--- src/hdl/ufd_pkg.sv ---
// types and constants shared by the form decoder modules
package ufd_pkg;

    // result item kinds
    typedef enum logic [1:0] {
        KIND_NAME  = 2'd0,
        KIND_VALUE = 2'd1,
        KIND_END   = 2'd2
    } kind_t;

    // configuration register indexes
    localparam logic [1:0] REG_MAX_NAME_CHARS  = 2'd0;
    localparam logic [1:0] REG_MAX_VALUE_CHARS = 2'd1;
    localparam logic [1:0] REG_MAX_FIELDS      = 2'd2;

    // reset values of the configuration registers
    localparam logic [7:0] MAX_NAME_RESET  = 8'd254;
    localparam logic [7:0] MAX_VALUE_RESET = 8'd255;
    localparam logic [6:0] MAX_FIELDS_RESET = 7'd63;

    // special characters of the body syntax
    localparam logic [7:0] CHAR_PLUS    = 8'h2B;
    localparam logic [7:0] CHAR_PERCENT = 8'h25;
    localparam logic [7:0] CHAR_EQUALS  = 8'h3D;
    localparam logic [7:0] CHAR_AMP     = 8'h26;
    localparam logic [7:0] CHAR_SPACE   = 8'h20;

    // most results one body byte can cause
    localparam int MAX_RESULTS = 4;

    // configuration seen by the decoding front end
    typedef struct packed {
        logic [7:0] max_name_chars;
        logic [7:0] max_value_chars;
        logic [6:0] max_fields;
    } cfg_t;

    // one result item
    typedef struct packed {
        kind_t      kind;
        logic [7:0] data_byte;
        logic [6:0] field_index;
        logic       accepted;
        logic       last;
    } result_t;

    // all results caused by one body byte
    typedef struct packed {
        logic [2:0]                      cnt;
        result_t [MAX_RESULTS-1:0]       res;
    } batch_t;

endpackage

--- src/hdl/ufd_front.sv ---
// decoding front end: parses body bytes and builds result batches
module ufd_front
    import ufd_pkg::*;
(
    input  logic       aclk,
    input  logic       aresetn,
    input  cfg_t       cfg,
    input  logic       s_valid,
    output logic       s_ready,
    input  logic [7:0] s_in_byte,
    input  logic       s_end_of_body,
    input  logic       q_full,
    output logic       push,
    output batch_t     push_batch
);

    // working set while one byte is decoded
    typedef struct packed {
        logic [2:0] n;
        logic [7:0] vlen;
        result_t [MAX_RESULTS-1:0] res;
    } work_t;

    typedef struct packed {
        logic       ok;
        logic [3:0] val;
    } hex_t;

    logic       in_value_phase_reg, in_value_phase_next;
    logic       field_open_reg, field_open_next;
    logic [1:0] held_count_reg, held_count_next;
    logic [7:0] held_digit_reg, held_digit_next;
    logic [6:0] field_count_reg, field_count_next;
    logic [7:0] name_length_reg, name_length_next;
    logic [7:0] value_length_reg, value_length_next;
    work_t      work;

    function automatic hex_t hex_value(input logic [7:0] c);
        hex_t h;
        h.ok  = 1'b1;
        h.val = 4'd0;
        if (c >= 8'h30 && c <= 8'h39) begin
            h.val = 4'(c - 8'h30);
        end else if (c >= 8'h61 && c <= 8'h66) begin
            h.val = 4'(c - 8'h57);
        end else if (c >= 8'h41 && c <= 8'h46) begin
            h.val = 4'(c - 8'h37);
        end else begin
            h.ok = 1'b0;
        end
        return h;
    endfunction

    function automatic work_t append(input work_t w, input kind_t k, input logic [7:0] b,
                                     input logic [6:0] idx, input logic acc);
        work_t r;
        r = w;
        r.res[w.n[1:0]].kind        = k;
        r.res[w.n[1:0]].data_byte   = b;
        r.res[w.n[1:0]].field_index = idx;
        r.res[w.n[1:0]].accepted    = acc;
        r.res[w.n[1:0]].last        = 1'b0;
        r.n = w.n + 3'd1;
        return r;
    endfunction

    // keep a value byte while under the limit, emit it for stored fields
    function automatic work_t put_value(input work_t w, input logic [7:0] b,
                                        input logic acc, input logic [7:0] maxv,
                                        input logic [6:0] idx);
        work_t r;
        r = w;
        if (w.vlen < maxv) begin
            r.vlen = w.vlen + 8'd1;
            if (acc) begin
                r = append(r, KIND_VALUE, b, idx, 1'b1);
            end
        end
        return r;
    endfunction

    assign s_ready = !q_full;

    // decode one byte against the current field state
    always_comb begin
        logic       acc;
        logic       end_field;
        logic       handled;
        hex_t       hc_new;
        hex_t       hc_old;
        logic [7:0] decoded;
        logic [7:0] c;

        c                   = s_in_byte;
        in_value_phase_next = in_value_phase_reg;
        field_open_next     = field_open_reg;
        held_count_next     = held_count_reg;
        held_digit_next     = held_digit_reg;
        field_count_next    = field_count_reg;
        name_length_next    = name_length_reg;
        end_field           = 1'b0;
        handled             = 1'b0;
        work                = '0;
        work.vlen           = value_length_reg;

        // any byte while no field is open starts one
        if (!field_open_reg) begin
            field_open_next     = 1'b1;
            in_value_phase_next = 1'b0;
            name_length_next    = 8'd0;
            work.vlen           = 8'd0;
            held_count_next     = 2'd0;
            held_digit_next     = 8'd0;
        end
        acc = field_count_reg < cfg.max_fields;

        hc_new  = hex_value(c);
        hc_old  = hex_value(held_digit_next);
        decoded = {hc_old.val, hc_new.val};

        if (!in_value_phase_next) begin
            // name phase: literal bytes up to the equals sign
            if (c == CHAR_EQUALS) begin
                in_value_phase_next = 1'b1;
            end else if (name_length_next < cfg.max_name_chars) begin
                name_length_next = name_length_next + 8'd1;
                if (acc) begin
                    work = append(work, KIND_NAME, c, field_count_reg, 1'b1);
                end
            end
        end else if (c == CHAR_AMP) begin
            end_field = 1'b1;
        end else begin
            // value phase: escape handling
            if (held_count_next == 2'd1) begin
                if (hc_new.ok) begin
                    held_digit_next = c;
                    held_count_next = 2'd2;
                    handled         = 1'b1;
                end else begin
                    work = put_value(work, CHAR_PERCENT, acc, cfg.max_value_chars,
                                     field_count_reg);
                    held_count_next = 2'd0;
                end
            end else if (held_count_next == 2'd2) begin
                if (hc_new.ok) begin
                    held_count_next = 2'd0;
                    work = put_value(work, decoded, acc, cfg.max_value_chars,
                                     field_count_reg);
                    handled = 1'b1;
                end else begin
                    work = put_value(work, CHAR_PERCENT, acc, cfg.max_value_chars,
                                     field_count_reg);
                    work = put_value(work, held_digit_next, acc, cfg.max_value_chars,
                                     field_count_reg);
                    held_count_next = 2'd0;
                end
            end
            if (!handled && work.vlen < cfg.max_value_chars) begin
                if (c == CHAR_PLUS) begin
                    work = put_value(work, CHAR_SPACE, acc, cfg.max_value_chars,
                                     field_count_reg);
                end else if (c == CHAR_PERCENT) begin
                    held_count_next = 2'd1;
                end else begin
                    work = put_value(work, c, acc, cfg.max_value_chars, field_count_reg);
                end
            end
        end

        if (s_end_of_body) begin
            end_field = 1'b1;
        end

        // close the field: flush held escape bytes and emit the end item
        if (end_field) begin
            if (held_count_next != 2'd0) begin
                work = put_value(work, CHAR_PERCENT, acc, cfg.max_value_chars,
                                 field_count_reg);
            end
            if (held_count_next == 2'd2) begin
                work = put_value(work, held_digit_next, acc, cfg.max_value_chars,
                                 field_count_reg);
            end
            work = append(work, KIND_END, 8'd0,
                          acc ? field_count_reg : cfg.max_fields, acc);
            if (acc) begin
                field_count_next = field_count_reg + 7'd1;
            end
            field_open_next     = 1'b0;
            in_value_phase_next = 1'b0;
            held_count_next     = 2'd0;
            held_digit_next     = 8'd0;
            name_length_next    = 8'd0;
            work.vlen           = 8'd0;
        end
        if (s_end_of_body) begin
            field_count_next = 7'd0;
        end

        if (work.n != 3'd0) begin
            work.res[2'(work.n - 3'd1)].last = 1'b1;
        end
        value_length_next = work.vlen;
    end

    // batch toward the queue
    assign push           = s_valid && s_ready && (work.n != 3'd0);
    assign push_batch.cnt = work.n;
    assign push_batch.res = work.res;

    // field state
    always_ff @(posedge aclk) begin
        if (!aresetn) begin
            in_value_phase_reg <= 1'b0;
            field_open_reg     <= 1'b0;
            held_count_reg     <= 2'd0;
            held_digit_reg     <= 8'd0;
            field_count_reg    <= 7'd0;
            name_length_reg    <= 8'd0;
            value_length_reg   <= 8'd0;
        end else if (s_valid && s_ready) begin
            in_value_phase_reg <= in_value_phase_next;
            field_open_reg     <= field_open_next;
            held_count_reg     <= held_count_next;
            held_digit_reg     <= held_digit_next;
            field_count_reg    <= field_count_next;
            name_length_reg    <= name_length_next;
            value_length_reg   <= value_length_next;
        end
    end

endmodule

--- src/hdl/ufd_queue.sv ---
// queue of result batches between the front end and the output side
module ufd_queue
    import ufd_pkg::*;
#(
    parameter int DEPTH = 4
) (
    input  logic   aclk,
    input  logic   aresetn,
    input  logic   push,
    input  batch_t push_batch,
    output logic   full,
    input  logic   pop,
    output logic   head_valid,
    output batch_t head_batch
);

    localparam int PTR_W = (DEPTH > 1) ? $clog2(DEPTH) : 1;
    localparam int CNT_W = $clog2(DEPTH + 1);

    batch_t             entries_reg [DEPTH];
    logic [PTR_W-1:0]   wr_ptr_reg, wr_ptr_next;
    logic [PTR_W-1:0]   rd_ptr_reg, rd_ptr_next;
    logic [CNT_W-1:0]   count_reg, count_next;

    assign full       = (count_reg == CNT_W'(DEPTH));
    assign head_valid = (count_reg != '0);
    assign head_batch = entries_reg[rd_ptr_reg];

    // pointer and fill level
    always_comb begin
        wr_ptr_next = wr_ptr_reg;
        rd_ptr_next = rd_ptr_reg;
        count_next  = count_reg;
        if (push) begin
            wr_ptr_next = (wr_ptr_reg == PTR_W'(DEPTH - 1)) ? '0 : wr_ptr_reg + PTR_W'(1);
        end
        if (pop) begin
            rd_ptr_next = (rd_ptr_reg == PTR_W'(DEPTH - 1)) ? '0 : rd_ptr_reg + PTR_W'(1);
        end
        if (push && !pop) begin
            count_next = count_reg + CNT_W'(1);
        end else if (pop && !push) begin
            count_next = count_reg - CNT_W'(1);
        end
    end

    always_ff @(posedge aclk) begin
        if (!aresetn) begin
            wr_ptr_reg <= '0;
            rd_ptr_reg <= '0;
            count_reg  <= '0;
        end else begin
            wr_ptr_reg <= wr_ptr_next;
            rd_ptr_reg <= rd_ptr_next;
            count_reg  <= count_next;
        end
    end

    // batch storage
    always_ff @(posedge aclk) begin
        if (push) begin
            entries_reg[wr_ptr_reg] <= push_batch;
        end
    end

endmodule

--- src/hdl/ufd_back.sv ---
// output side: sends the results of each batch one transfer at a time
module ufd_back
    import ufd_pkg::*;
(
    input  logic       aclk,
    input  logic       aresetn,
    input  logic       head_valid,
    input  batch_t     head_batch,
    output logic       pop,
    output logic       m_valid,
    input  logic       m_ready,
    output logic [1:0] m_kind,
    output logic [7:0] m_data_byte,
    output logic [6:0] m_field_index,
    output logic       m_accepted,
    output logic       m_last
);

    logic       out_valid_reg, out_valid_next;
    result_t    out_data_reg;
    logic [1:0] sub_reg, sub_next;
    logic       load;

    // the output register takes a new result whenever it is empty or being taken
    assign load = head_valid && (!out_valid_reg || m_ready);
    assign pop  = load && ({1'b0, sub_reg} == head_batch.cnt - 3'd1);

    always_comb begin
        sub_next       = sub_reg;
        out_valid_next = out_valid_reg;
        if (load) begin
            sub_next       = pop ? 2'd0 : sub_reg + 2'd1;
            out_valid_next = 1'b1;
        end else if (m_ready) begin
            out_valid_next = 1'b0;
        end
    end

    always_ff @(posedge aclk) begin
        if (!aresetn) begin
            out_valid_reg <= 1'b0;
            sub_reg       <= 2'd0;
        end else begin
            out_valid_reg <= out_valid_next;
            sub_reg       <= sub_next;
        end
    end

    always_ff @(posedge aclk) begin
        if (load) begin
            out_data_reg <= head_batch.res[sub_reg];
        end
    end

    assign m_valid       = out_valid_reg;
    assign m_kind        = out_data_reg.kind;
    assign m_data_byte   = out_data_reg.data_byte;
    assign m_field_index = out_data_reg.field_index;
    assign m_accepted    = out_data_reg.accepted;
    assign m_last        = out_data_reg.last;

endmodule

--- src/hdl/urlencoded_form_decoder.sv ---
// URL-encoded form body decoder, top level
// Takes one body byte per cycle and decodes it in the same cycle into up to four
// results, which wait as one batch in a small queue (QUEUE_DEPTH batches) and
// leave through a registered output at one result per cycle while m_ready is
// high. A byte is taken whenever the queue has room, so input runs at one byte
// per cycle while the output keeps up; a byte that causes several results holds
// the output for each, so the total number of results sets the sustained rate.
// Configuration registers: index 0 max_name_chars, 1 max_value_chars,
// 2 max_fields; write them only while the block is idle.
module urlencoded_form_decoder
    import ufd_pkg::*;
#(
    parameter int QUEUE_DEPTH = 4
) (
    input  logic       aclk,
    input  logic       aresetn,
    input  logic       cfg_wr_en,
    input  logic [1:0] cfg_wr_index,
    input  logic [7:0] cfg_wr_data,
    input  logic       s_valid,
    output logic       s_ready,
    input  logic [7:0] s_in_byte,
    input  logic       s_end_of_body,
    output logic       m_valid,
    input  logic       m_ready,
    output logic [1:0] m_kind,
    output logic [7:0] m_data_byte,
    output logic [6:0] m_field_index,
    output logic       m_accepted,
    output logic       m_last
);

    cfg_t   cfg_reg;
    logic   q_full;
    logic   push;
    batch_t push_batch;
    logic   pop;
    logic   head_valid;
    batch_t head_batch;

    // configuration registers
    always_ff @(posedge aclk) begin
        if (!aresetn) begin
            cfg_reg.max_name_chars  <= MAX_NAME_RESET;
            cfg_reg.max_value_chars <= MAX_VALUE_RESET;
            cfg_reg.max_fields      <= MAX_FIELDS_RESET;
        end else if (cfg_wr_en) begin
            case (cfg_wr_index)
                REG_MAX_NAME_CHARS:  cfg_reg.max_name_chars  <= cfg_wr_data;
                REG_MAX_VALUE_CHARS: cfg_reg.max_value_chars <= cfg_wr_data;
                REG_MAX_FIELDS:      cfg_reg.max_fields      <= cfg_wr_data[6:0];
                default: begin
                end
            endcase
        end
    end

    ufd_front u_front (
        .aclk          (aclk),
        .aresetn       (aresetn),
        .cfg           (cfg_reg),
        .s_valid       (s_valid),
        .s_ready       (s_ready),
        .s_in_byte     (s_in_byte),
        .s_end_of_body (s_end_of_body),
        .q_full        (q_full),
        .push          (push),
        .push_batch    (push_batch)
    );

    ufd_queue #(
        .DEPTH (QUEUE_DEPTH)
    ) u_queue (
        .aclk       (aclk),
        .aresetn    (aresetn),
        .push       (push),
        .push_batch (push_batch),
        .full       (q_full),
        .pop        (pop),
        .head_valid (head_valid),
        .head_batch (head_batch)
    );

    ufd_back u_back (
        .aclk          (aclk),
        .aresetn       (aresetn),
        .head_valid    (head_valid),
        .head_batch    (head_batch),
        .pop           (pop),
        .m_valid       (m_valid),
        .m_ready       (m_ready),
        .m_kind        (m_kind),
        .m_data_byte   (m_data_byte),
        .m_field_index (m_field_index),
        .m_accepted    (m_accepted),
        .m_last        (m_last)
    );

endmodule
--- config.mk ---
export PLATFORM = sky130hd
export DESIGN_NAME = urlencoded_form_decoder
export DESIGN_NICKNAME = d
export VERILOG_FILES = /design/src/hdl/ufd_pkg.sv /design/src/hdl/ufd_front.sv /design/src/hdl/ufd_queue.sv /design/src/hdl/ufd_back.sv /design/src/hdl/urlencoded_form_decoder.sv
export SDC_FILE = /design/constraint.sdc
export NUM_CORES = 1
export LEC_CHECK = 0
export ABC_CLOCK_PERIOD_IN_PS = 15400
export BUFFER_PORTS_ARGS = -buffer_cell sky130_fd_sc_hd__buf_2
export CAP_MARGIN = 10
export CORE_ASPECT_RATIO = 0.7
export CORE_MARGIN = 3
export CORE_UTILIZATION = 35
export DETAILED_ROUTE_END_ITERATION = 16
export SLEW_MARGIN = 20
export SYNTH_ARGS = -nofsm -noshare
export SYNTH_HDL_FRONTEND = slang
export SYNTH_SLANG_ARGS = --single-unit
export TNS_END_PERCENT = 20
--- constraint.sdc ---
create_clock -name aclk -period 15.4 [get_ports aclk]
set_clock_uncertainty 0.2 [all_clocks]
set_input_delay 1.54 -clock aclk [delete_from_list [all_inputs] [get_ports aclk]]
set_output_delay 1.54 -clock aclk [all_outputs]
set_load 0.05 [all_outputs]
== Word level (Yosys, flattened, before mapping) ==
Memory sizes are Yosys's and may differ from the RTL's. A register that Yosys moved wholly into a read port is not among the register bits.
Cells that the tools add are included.

* Bits in registers: 87
* Memories: 1
* Output and inout bits: 21
* RAM bits: 316
* Logic and storage cells: 310

{| class="wikitable"
|+ Memories
! memory !! depth !! width !! read ports !! clocked after memory_dff !! wr ports !! RTL line !! RTL
|-
| u_queue.entries_reg || 4 || 79 || 1 || 1 || 1 || ufd_queue.sv:20 || <nowiki>batch_t entries_reg [DEPTH];</nowiki>
|}

* Reductions and logical operators: 37
* Equal/unequal tests: 13
* Multiplexer cells: 182
* $add $sub $neg: 25
* Order comparisons: 32

{| class="wikitable"
|+ Operator list
! operator !! count
|-
| $mux 87 || 35
|-
| $bwmux 76 || 30
|-
| $demux 19 s2 || 26
|-
| $mux 85 || 3
|-
| $mux 19 || 6
|-
| $mux 8 || 12
|-
| $mux 17 || 5
|-
| $mux 76 || 1
|-
| $add 8x1->8 const B || 6
|-
| $lt 8x8->1 || 6
|-
| $mux 9 || 5
|-
| $mux 2 || 20
|-
| $bmux 19 s2 || 1
|-
| $eq 8x6->1 const B || 4
|-
| $ge 8x7->1 const B || 4
|-
| $le 8x7->1 const B || 4
|-
| $mux 7 || 4
|-
| $mux 1 || 26
|-
| $mux 4 || 6
|-
| $lt 2x3->1 const B || 7
|-
| $logic_and 1x1->1 || 19
|-
| $add 3x1->3 const B || 6
|-
| $ge 8x6->1 const B || 2
|-
| $le 8x6->1 const B || 2
|-
| other kinds (20) || 49
|}

== Depth between registers and ports, before layout ==
Gate-level depths: netlist of the first run.

* Depth after elaboration: 85
* Depth in mapped cells: 70

== Hierarchy ==
From an unflattened synthesis of the first run, not the netlist that was laid out.

* Cell total of the unflattened synthesis: 1638
* Area, all modules: 21069.0 um^2

{| class="wikitable"
|+ Modules (own cells, without submodules)
! module !! sequential area each (um^2) !! cells an instance !! area an instance (um^2) !! instances
|-
| ufd_queue || 9669.3 || 457 || 11843.9 || 1
|-
| ufd_front || 700.7 || 1023 || 7011.7 || 1
|-
| ufd_back || 630.6 || 69 || 1260.0 || 1
|-
| urlencoded_form_decoder || 460.4 || 89 || 953.4 || 1
|}

== Least setup slack after synthesis of the first run ==
No wires, ideal clock.

* Kind: register to register
* Start point: register u_front.field_open_reg
* End point: memory u_queue.entries_reg[1][0] in the netlist's numbering (enable)
* Stages on the path, launching flop included: 61
* Path buffers: 4
* Data arrival time: 14.270 ns
* Clock period less this slack: 14.916 ns
* Slack: 0.484 ns
* Data required time: 14.754 ns
* Cells stage by stage: dfxtp_1 -> buf_2 -> clkbuf_1 -> nand2_1 -> inv_1 -> ha_1 -> and3_1 -> a221o_1 -> a2111oi_0 -> xnor2_1 -> nor2_1 -> ha_1 -> a21o_1 -> a21o_1 -> a211oi_1 -> o311a_1 -> buf_2 -> nand4_1 -> (+25 left out) -> nand3_1 -> xnor2_1 -> ha_1 -> a21o_1 -> a21oi_1 -> nand4_1 -> o21ai_0 -> o31a_1 -> buf_2 -> mux2i_1 -> inv_1 -> ha_1 -> inv_1 -> xnor2_1 -> a211oi_1 -> a211oi_2 -> a31oi_4 -> and2_1

* Word-level cells in the longest chain between the ends: 40

{| class="wikitable"
|+ RTL lines
! item !! RTL line !! RTL
|-
| start, declared || ufd_front.sv:30 || <nowiki>logic field_open_reg, field_open_next;</nowiki>
|-
| start signal, assigned || ufd_front.sv:224 || <nowiki>field_open_reg <= field_open_next;</nowiki>
|-
| $mux 8 || ufd_front.sv:107 || <nowiki>if (!field_open_reg) begin</nowiki>
|-
| $add 8x1->8 or $lt 8x8->1 (tied branches) || ufd_front.sv:74, ufd_front.sv:73 ||
|-
| $mux 85 or $mux 87 (tied branches) || ufd_front.sv:75, ufd_front.sv:73 ||
|-
| $mux 87, on equally long branches || ufd_front.sv:73, ufd_front.sv:146 ||
|-
| $mux 87, on equally long branches || ufd_front.sv:146, ufd_front.sv:145 ||
|-
| $mux 87, on equally long branches || ufd_front.sv:145, ufd_front.sv:135 ||
|-
| $mux 87, on equally long branches || ufd_front.sv:135, ufd_front.sv:131 ||
|-
| $mux 87, on equally long branches || ufd_front.sv:131, ufd_front.sv:121 ||
|-
| (+25 left out) || n/a ||
|-
| $mux 87 || ufd_front.sv:176 || <nowiki>if (end_field) begin</nowiki>
|-
| $add 3x1->3 || ufd_front.sv:63 || <nowiki>r.n = w.n + 3'd1;</nowiki>
|-
| $mux 87 (*) || ufd_front.sv:176 ||
|-
| $reduce_bool 3->1 (*) || ufd_front.sv:208 || <nowiki>assign push = s_valid && s_ready && (work.n != 3'd0);</nowiki>
|-
| $logic_and 1x1->1 (*) || ufd_front.sv:208 ||
|-
| net push || urlencoded_form_decoder.sv:35 || <nowiki>logic push;</nowiki>
|-
| $mux 1 (*) || ufd_queue.sv:61 || <nowiki>if (push) begin</nowiki>
|-
| $mux 1 (not written as such) (*) || ufd_queue.sv:62 || <nowiki>entries_reg[wr_ptr_reg] <= push_batch;</nowiki>
|-
| end, declared || ufd_queue.sv:20 ||
|}

Mark *: on every way through the listed nets, which the timed path passes. The rest lies on a longest branch. The select of a mux whose other input is x is not followed.

== Final worst setup path of the first run ==
* Start point: register u_front.field_open_reg
* End point: register u_queue.count_reg[2]

* Word-level cells in the longest chain between the ends: 41

{| class="wikitable"
|+ RTL lines
! item !! RTL line !! RTL
|-
| $mux 8 || ufd_front.sv:107 ||
|-
| $add 8x1->8 or $lt 8x8->1 (tied branches) || ufd_front.sv:74, ufd_front.sv:73 ||
|-
| $mux 85 or $mux 87 (tied branches) || ufd_front.sv:75, ufd_front.sv:73 ||
|-
| $mux 87, on equally long branches || ufd_front.sv:73, ufd_front.sv:146 ||
|-
| $mux 87, on equally long branches || ufd_front.sv:146, ufd_front.sv:145 ||
|-
| $mux 87, on equally long branches || ufd_front.sv:145, ufd_front.sv:135 ||
|-
| $mux 87, on equally long branches || ufd_front.sv:135, ufd_front.sv:131 ||
|-
| $mux 87, on equally long branches || ufd_front.sv:131, ufd_front.sv:121 ||
|-
| (+26 left out) || n/a ||
|-
| $add 3x1->3 || ufd_front.sv:63 ||
|-
| $mux 87 (*) || ufd_front.sv:176 ||
|-
| $reduce_bool 3->1 (*) || ufd_front.sv:208 ||
|-
| $logic_and 1x1->1 (*) || ufd_front.sv:208 ||
|-
| net push || urlencoded_form_decoder.sv:35 ||
|-
| $logic_not 1->1 || ufd_queue.sv:42 || <nowiki>end else if (pop && !push) begin</nowiki>
|-
| $logic_and 1x1->1 || ufd_queue.sv:42 ||
|-
| $reduce_bool 2->1 (no source line) || n/a ||
|-
| end signal, assigned || ufd_queue.sv:55 || <nowiki>count_reg <= count_next;</nowiki>
|-
| end, declared || ufd_queue.sv:23 || <nowiki>logic [CNT_W-1:0] count_reg, count_next;</nowiki>
|}

Marked as above.
A chain may end at the register's enable or synchronous reset.

==> metrics.log, run 1 <==
INFO  metric hold_violations = 0
INFO  metric cts_tree = yes
INFO  metric cts.htree.levels = 2
INFO  metric peakVddDrop = a little over 0.00008 V
INFO  metric timing.fmax = 68.68 MHz
INFO  metric chipWidth = ~300 µm
INFO  metric io_buffers = 44
INFO  metric yosys.area.top_type = sky130_fd_sc_hd__edfxtp_1
INFO  metric mapped_avg_cell_area = 12.93 µm²
INFO  metric largest_register_ffs = 316
INFO  metric wirelength = 55600 µm
INFO  metric synthesis.yosys.warnings = 0
INFO  metric cpMaxStageDelayCell = sky130_fd_sc_hd__dfxtp_1
INFO  metric required = between 15 and 20 ns
INFO  metric timing.critical_path.to_type = flop
INFO  metric antenna_violations_before_repair = 0
INFO  metric crit-reg2reg-launch = u_front.field_open_reg
INFO  metric result_of_the_run = finished, final reports clean
INFO  metric p_leak = about 8.1 nW
INFO  metric die_h = 207.5 µm
INFO  metric timing.final.max_slew_violations = 0
INFO  metric drt_drc_violations_left = 0
INFO  metric fraction_of_layout_instances_using_a_drive_strength_above_1 = 0.1796
INFO  metric setup_violating_endpoint_count_in_the_final_report = 0
INFO  metric cp_slowest_stage_delay = 0.43 ns
INFO  metric cts.path.max_buffers = 3
INFO  metric fp.dieArea = 0.06096 mm²
INFO  metric synth_area = 0.02030 mm²
INFO  metric min_period = 14.56 ns
INFO  metric yosysMostFrequentCell = sky130_fd_sc_hd__edfxtp_1
INFO  metric synth_seq_area_share = 0.5647
INFO  metric first_global_vias = 13720
INFO  metric floorplan.core_area = 0.05709 mm²
INFO  metric cts.sinks = a little over 400
INFO  metric grt_start_max_net_pins = 66
INFO  metric min_from = u_queue.rd_ptr_reg[0]
INFO  metric worst_ep_arrival_time = 14.82 ns
INFO  metric synth_ff_type = sky130_fd_sc_hd__edfxtp_1
INFO  metric syn_inst = 1570
INFO  metric synthDistinctLibCells = 78
INFO  metric worst_hold_path_type = flop to flop
INFO  metric max-cap-violations = 0
INFO  metric place_ws = 0.1312 ns
INFO  metric critical_path.max_fanout = 13
INFO  metric timing.critical_path.from = u_front.field_open_reg
INFO  metric clock_latency = between 0.5 and 0.6 ns
INFO  metric synth_async_sr_flop_share = 0
INFO  metric drt-initial-drc-count = 1349
INFO  metric antenna_cells_inserted = 0
INFO  metric start_util = 0.3555
INFO  metric detailroute.via_count = 13760
INFO  metric dp_hpwl = 38770 µm
INFO  metric setup.worst_path.start_class = flop
INFO  metric grt_first_pass_wirelength = 85720 µm
INFO  metric route.antenna.remaining_nets = 0
INFO  metric ctsRootBufferMaster = sky130_fd_sc_hd__clkbuf_16
INFO  metric synthDominantCellAreaShare = 0.4957
INFO  metric fin_nets = roughly 1800
INFO  metric power_density = 126.6 mW/mm²
INFO  metric ys_top_cells_by_area = sky130_fd_sc_hd__edfxtp_1 (50%), sky130_fd_sc_hd__mux4_2 (11%), sky130_fd_sc_hd__dfxtp_1 (6.9%)
INFO  metric final_weighted_congestion_of_routability_driven_global_placement = 0.9756
INFO  metric critical_path_class = flop to flop
INFO  metric wl_per_cell = 22.98 µm
INFO  metric synth.net_count = roughly 1700
INFO  metric period_share = 0.9455
INFO  metric rows = 73
INFO  metric synth_common_cells = sky130_fd_sc_hd__edfxtp_1 (335), sky130_fd_sc_hd__nand2_1 (137), sky130_fd_sc_hd__nor2_1 (102)
INFO  metric timing.critical_path.mode_cell = sky130_fd_sc_hd__ha_1
INFO  metric measured_slew_at_the_worst_slew_check_pin = 1.226 ns
INFO  metric cts_buffers = 40
INFO  metric synth_edf_count = 335
INFO  metric relSlewSlack = 0.1829
INFO  metric area.growth.synth_to_final = 13.37%
INFO  metric final.hold.worst_slack = 0.3014 ns
INFO  metric final.setup.worst_slack = 0.8394 ns
INFO  metric post_drt_via_cell_ratio = 5.686
INFO  metric ios = 45
INFO  metric final_core_utilization = 0.4030
INFO  metric number_of_hold_buffers_added_after_cts = 0
INFO  metric grt_util_all_layers = 0.1818
INFO  metric grt_overflow_total = 0
INFO  metric synth_seq_cells = 405
INFO  metric dr.pass1.iters = 5
INFO  metric clk_pin_slew_worst_paths = roughly 0.060 ns
## repair_timing
item / CTS / global route
setup endpoints to repair: 0 / 449
setup buffers: 0 / 5
resized for setup: 0 / 15
## through the flow
| step | total power [mW] | TNS, ns | std cells | area, µm² |
|---|---|---|---|---|
| floorplan | 1.783 | 0 | 1570 | 20300 |
| global placement | 1.959 | 0 | 2342 | 21610 |
| detailed placement | 1.968 | 0 | 2343 | 21620 |
| CTS | 2.946 | 0 | 2415 | 22910 |
| global route | 3.036 | -0.007029 | 2420 | 23010 |
| finish | 2.913 | 0 | 2420 | 23010 |
## final timing paths
path | end | cells after the start | slack [ns]
max | u_queue.count_reg[2] | 60 | 0.84
min | flop | 2 | 0.30
max reg2reg | u_queue.count_reg[2] | 60 | 0.84
min reg2reg | flop | 2 | 0.30
## cells in the final DEF, fill, tap and decap left out, types with 7 or more instances in the layout
cell type / synthesis / routed
sky130_fd_sc_hd__nor2b_1: 30 / 30
sky130_fd_sc_hd__a21boi_0: 7 / 7
sky130_fd_sc_hd__o22ai_1: 18 / 18
sky130_fd_sc_hd__o21ai_0: 68 / 67
sky130_fd_sc_hd__edfxtp_1: 335 / 335
sky130_fd_sc_hd__nand3_1: 26 / 26
sky130_fd_sc_hd__xor2_1: 15 / 15
sky130_fd_sc_hd__or3_1: 7 / 7
sky130_fd_sc_hd__mux2i_1: 11 / 10
sky130_fd_sc_hd__dfxtp_1: 70 / 67
sky130_fd_sc_hd__nor2_1: 102 / 99
sky130_fd_sc_hd__a22o_1: 30 / 30
sky130_fd_sc_hd__a21oi_1: 80 / 78
sky130_fd_sc_hd__o211ai_1: 25 / 25
sky130_fd_sc_hd__a31oi_1: 10 / 10
sky130_fd_sc_hd__nor3_1: 28 / 28
sky130_fd_sc_hd__buf_4: 0 / 52
sky130_fd_sc_hd__inv_1: 69 / 69
sky130_fd_sc_hd__buf_2: 7 / 45
sky130_fd_sc_hd__a211oi_1: 12 / 12
sky130_fd_sc_hd__a21o_1: 18 / 18
sky130_fd_sc_hd__nand2_1: 137 / 137
sky130_fd_sc_hd__mux4_2: 98 / 98
sky130_fd_sc_hd__clkbuf_16: 0 / 40
sky130_fd_sc_hd__and2_1: 28 / 24
sky130_fd_sc_hd__ha_1: 86 / 86
sky130_fd_sc_hd__nand4_1: 20 / 20
sky130_fd_sc_hd__xnor2_1: 29 / 28
sky130_fd_sc_hd__a22oi_1: 24 / 24
sky130_fd_sc_hd__clkinv_1: 0 / 7
## area by class of cell
type,count,area [µm²]
Tap cell,750,938.4
Timing Repair Buffer,100,666.9
Fill cell,5252,34080
Clock buffer,49,1065
Clock inverter,23,229.0
Sequential cell,405,11470
Multi-Input combinational cell,1022,8373
Inverter,71,266.5
## power by group
group / internal [mW] / total (mW) / switching (mW)
Combinational: 0.227 / 0.574 / 0.348
Sequential: 1.31 / 1.36 / 0.0544
Clock: 0.549 / 0.975 / 0.426
Total: 2.08 / 2.91 / 0.828
## kinds of logic (layout without fill, tap and decap cells)
group                    after synthesis  after routing  share of synthesized area
flip-flops                           405            405                     0.5647
buffers and inverters                143            243                    0.02688
adder cells (fa/ha/maj)               87             87                    0.05400
AND/OR/NAND/NOR                      416            416                    0.09784
XOR/XNOR                              44             44                    0.01899
AO/OA/AOI/OAI                        362            362                     0.1212
multiplexers                         113            113                     0.1164
## critical path, delay by kind of cell (launching register included)
kind,cells,cell delay (ns)
buffers and inverters,6,0.75
multiplexers,1,0.29
flip-flops,1,0.43
AND/OR/NAND/NOR,17,3.86
XOR/XNOR,5,0.80
AO/OA/AOI/OAI,23,5.76
adder cells (fa/ha/maj),8,2.40
## per-layer routing
metal	wire length (µm)	vias up	track usage
met4	794	0	0.03061
li1	-	6203	-
met3	4119	74	0.03487
met5	0	-	0
met2	23990	509	0.2682
met1	26700	6975	0.2810
(Power assumes the default switching activity.)
==> run 2: changes to the inputs <==
- CELL_PAD_IN_SITES_DETAIL_PLACEMENT: default -> 1
- CELL_PAD_IN_SITES_GLOBAL_PLACEMENT: default -> 1
- PLACE_DENSITY_LB_ADDON: default -> 0.1
==> run 2 against run 1 <==
Sequential share of layout area hardly changed. Total power is 0.21% higher. Non-clock buffer count is 3 lower. Register-to-register slack better by 0.37 ns. Routed wire length is 13% higher. Critical path depth is 4 higher. Cell count is 0.17% higher. Worst hold slack better by 0.0079 ns. Highest routed layer unchanged.
==> metrics.log, run 2 (synthesis gave the netlist of run 1 again) <==
INFO  metric required = 15.69 ns (+0.03 ns)
INFO  metric antenna_cells_inserted = 0 (unchanged)
INFO  metric floorplan.core_area = 0.05709 mm² (unchanged)
INFO  metric cts.htree.levels = 2 (unchanged)
INFO  metric fin_nets = 1753 (+0.11%)
INFO  metric timing.final.max_slew_violations = 0 (unchanged)
INFO  metric finalNonFillerCells = 2424 (+0.17%)
INFO  metric min_period = 14.19 ns (-0.3719 ns)
INFO  metric measured_slew_at_the_worst_slew_check_pin = 1.136 ns (-0.08916 ns)
INFO  metric critical_path_class = flop to flop
INFO  metric area.growth.synth_to_final = 13.36% (about the same)
INFO  metric most_used_routing_layer_in_global_routing = met1
INFO  metric grt_util_all_layers = 0.2044 (+0.02259)
INFO  metric route.antenna.remaining_nets = 0 (unchanged)
INFO  metric drt-initial-drc-count = 1208 (-10%)
INFO  metric cts_buffers = 42 (+5.0%)
INFO  metric timing.fmax = 70.48 MHz (+2.6%)
INFO  metric chipWidth = 293.8 µm (unchanged)
INFO  metric setup_violating_endpoint_count_in_the_final_report = 0 (unchanged)
INFO  metric timing.critical_path.mode_cell = sky130_fd_sc_hd__ha_1
INFO  metric grt_overflow_total = 0 (unchanged)
INFO  metric final.hold.worst_slack = 0.3093 ns (+0.007894 ns)
INFO  metric first_global_vias = 14130 (+3.0%)
INFO  metric fin_tns_setup = 0 ns (unchanged)
INFO  metric ctsRootBufferMaster = sky130_fd_sc_hd__clkbuf_16
INFO  metric fp.dieArea = 0.06096 mm² (unchanged)
INFO  metric critical_path.max_fanout = 16 (+3)
INFO  metric worst_ep_arrival_time = 14.47 ns (-0.35 ns)
INFO  metric clk_pin_slew_worst_paths = 0.07 ns (about the same)
INFO  metric dr.pass1.iters = 7 (+2)
INFO  metric cts_tree = yes
INFO  metric fraction_of_layout_instances_using_a_drive_strength_above_1 = 0.1846 (+0.004947)
INFO  metric placedInstanceArea = 0.02158 mm² (-0.16%)
INFO  metric clock_latency = 0.57 ns (+0.02 ns)
INFO  metric timing.critical_path.to_type = flop
INFO  metric period_share = 0.9213 (-0.02415)
INFO  metric fillCellCount = 5939 (+13%)
INFO  metric layout_common_cells = sky130_fd_sc_hd__edfxtp_1 (335), sky130_fd_sc_hd__nand2_1 (137), sky130_fd_sc_hd__nor2_1 (98), sky130_fd_sc_hd__mux4_2 (98), sky130_fd_sc_hd__ha_1 (86)
INFO  metric cts.sinks = 405 (unchanged)
INFO  metric design_area = 0.02301 mm² (about the same)
INFO  metric number_of_hold_buffers_added_after_cts = 0 (unchanged)
INFO  metric p_leak = 8.038 nW (-0.42%)
INFO  metric start_util = 0.3555 (unchanged)
INFO  metric result_of_the_run = finished, final reports clean
INFO  metric detailroute.via_count = 13750 (-0.087%)
INFO  metric cts.path.max_buffers = 3 (unchanged)
INFO  metric relSlewSlack = 0.2424 (+0.05944)
INFO  metric grt_first_pass_wirelength = 94180 µm (+9.9%)
INFO  metric rows = 73 (unchanged)
INFO  metric die_h = 207.5 µm (unchanged)
INFO  metric mostFrequentLayoutCell = sky130_fd_sc_hd__edfxtp_1
INFO  metric cpMaxStageDelayCell = sky130_fd_sc_hd__xnor2_1
INFO  metric hold_violations = 0 (unchanged)
INFO  metric antenna_violations_before_repair = 3 (+3)
INFO  metric place_inst = 2340 (-0.13%)
INFO  metric grt_start_max_net_pins = 66 (unchanged)
INFO  metric post_drt_via_cell_ratio = 5.672 (-0.25%)
INFO  metric grt_use_met2 = 0.2945 (+0.02635)
INFO  metric setup.worst_path.start_class = flop
INFO  metric groute.layer.met1.usage = 0.3231 (+0.04208)
INFO  metric io_buffers = 44 (unchanged)
INFO  metric worst_hold_path_type = flop to flop
INFO  metric largest_register_ffs = 316 (unchanged)
INFO  metric drt_drc_violations_left = 0 (unchanged)
INFO  metric cp_slowest_stage_delay = 0.48 ns (+0.05 ns)
INFO  metric regToRegSetupSlack = 1.21 ns (+0.37 ns)
INFO  metric ios = 45 (unchanged)
INFO  metric wirelength = 62920 µm (+13%)
INFO  metric use_met3 = 0.03733 (+0.002460)
INFO  metric dp_hpwl = 43590 µm (+12%)
INFO  metric setup_repair_after_global_routing_missed_its_margin = no
INFO  metric peakVddDrop = 0.0001108 V (+36%)
INFO  metric power_density = 126.9 mW/mm² (+0.22%)
INFO  metric max-cap-violations = 0 (unchanged)
INFO  metric wl_per_cell = 25.96 µm (+13%)
INFO  metric final_weighted_congestion_of_routability_driven_global_placement = 0.8394 (-14%)
==> run 2: cell count changes in the layout (fill, tap and decap cells not counted), moves of 3 or more <==
cell | previous run | this run
sky130_fd_sc_hd__clkbuf_8 | 3 | 0
sky130_fd_sc_hd__a21oi_2 | 2 | 5
sky130_fd_sc_hd__clkbuf_16 | 40 | 43
sky130_fd_sc_hd__a21oi_1 | 78 | 75
sky130_fd_sc_hd__clkinv_1 | 7 | 4
sky130_fd_sc_hd__clkinvlp_2 | 0 | 3
sky130_fd_sc_hd__clkbuf_1 | 6 | 14
sky130_fd_sc_hd__and2_2 | 0 | 3
==> run 2: layer usage <==
layer / vias to the layer above / wire length [µm]
li1: 6213 / -
met1: 7103 / 31890
met2: 367 / 26770
met3: 66 / 3425
met4: 0 / 840
met5: - / 0
==> run 2: worst paths after layout <==
check | start | endpoint | cells past startpoint
max | u_front.field_open_reg | u_queue.count_reg[2] | 64
min | u_front.name_length_reg[7] | u_front.name_length_reg[7] | 2
max reg2reg | u_front.field_open_reg | u_queue.count_reg[2] | 64
min reg2reg | u_front.name_length_reg[7] | u_front.name_length_reg[7] | 2
==> run 2: per-stage QoR <==
step                      setup WS (ns)  total power [mW]  utilization
after floorplan                  0.4843             1.783            -
after global placement           0.5263             1.967       0.3781
after detailed placement        -0.1085             1.978       0.3781
after CTS                       0.02862             2.965       0.4006
after global routing           0.003803             3.052       0.4030
final                             1.211             2.919       0.4030
==> run 2: cell type report <==
type,instances,area (µm²),share of cell area
clock buffer,57,1129,0.04905
clock inverter,19,148.9,0.006472
inverter,71,266.5,0.01158
multi-input combinational,1025,8436,0.3667
sequential,405,11470,0.4986
tap,750,938.4,0.04079
timing repair buffer,97,618.1,0.02687
==> run 2: worst max-delay path, delay by kind of cell, from the launching register on <==
| family | cells | cell delay, ns |
|---|---|---|
| compound gates | 27 | 5.37 |
| xor+xnor | 5 | 0.96 |
| fa+ha+maj | 8 | 2.45 |
| buf+inv | 9 | 1.30 |
| flops | 1 | 0.43 |
| mux | 1 | 0.30 |
| simple gates | 14 | 3.04 |
==> run 2: where the power goes <==
group,switching (mW),internal (mW)
clock network,0.438,0.536
registers,0.0579,1.31
logic,0.353,0.225
total,0.848,2.07
==> run 2: what timing repair did <==
action / in CTS / in global routing
gates resized for setup: 2 / 21
gates cloned: 0 / 3
buffers inserted: 0 / 5
pin swaps: 0 / 5
endpoints found under the setup margin: 132 / 475
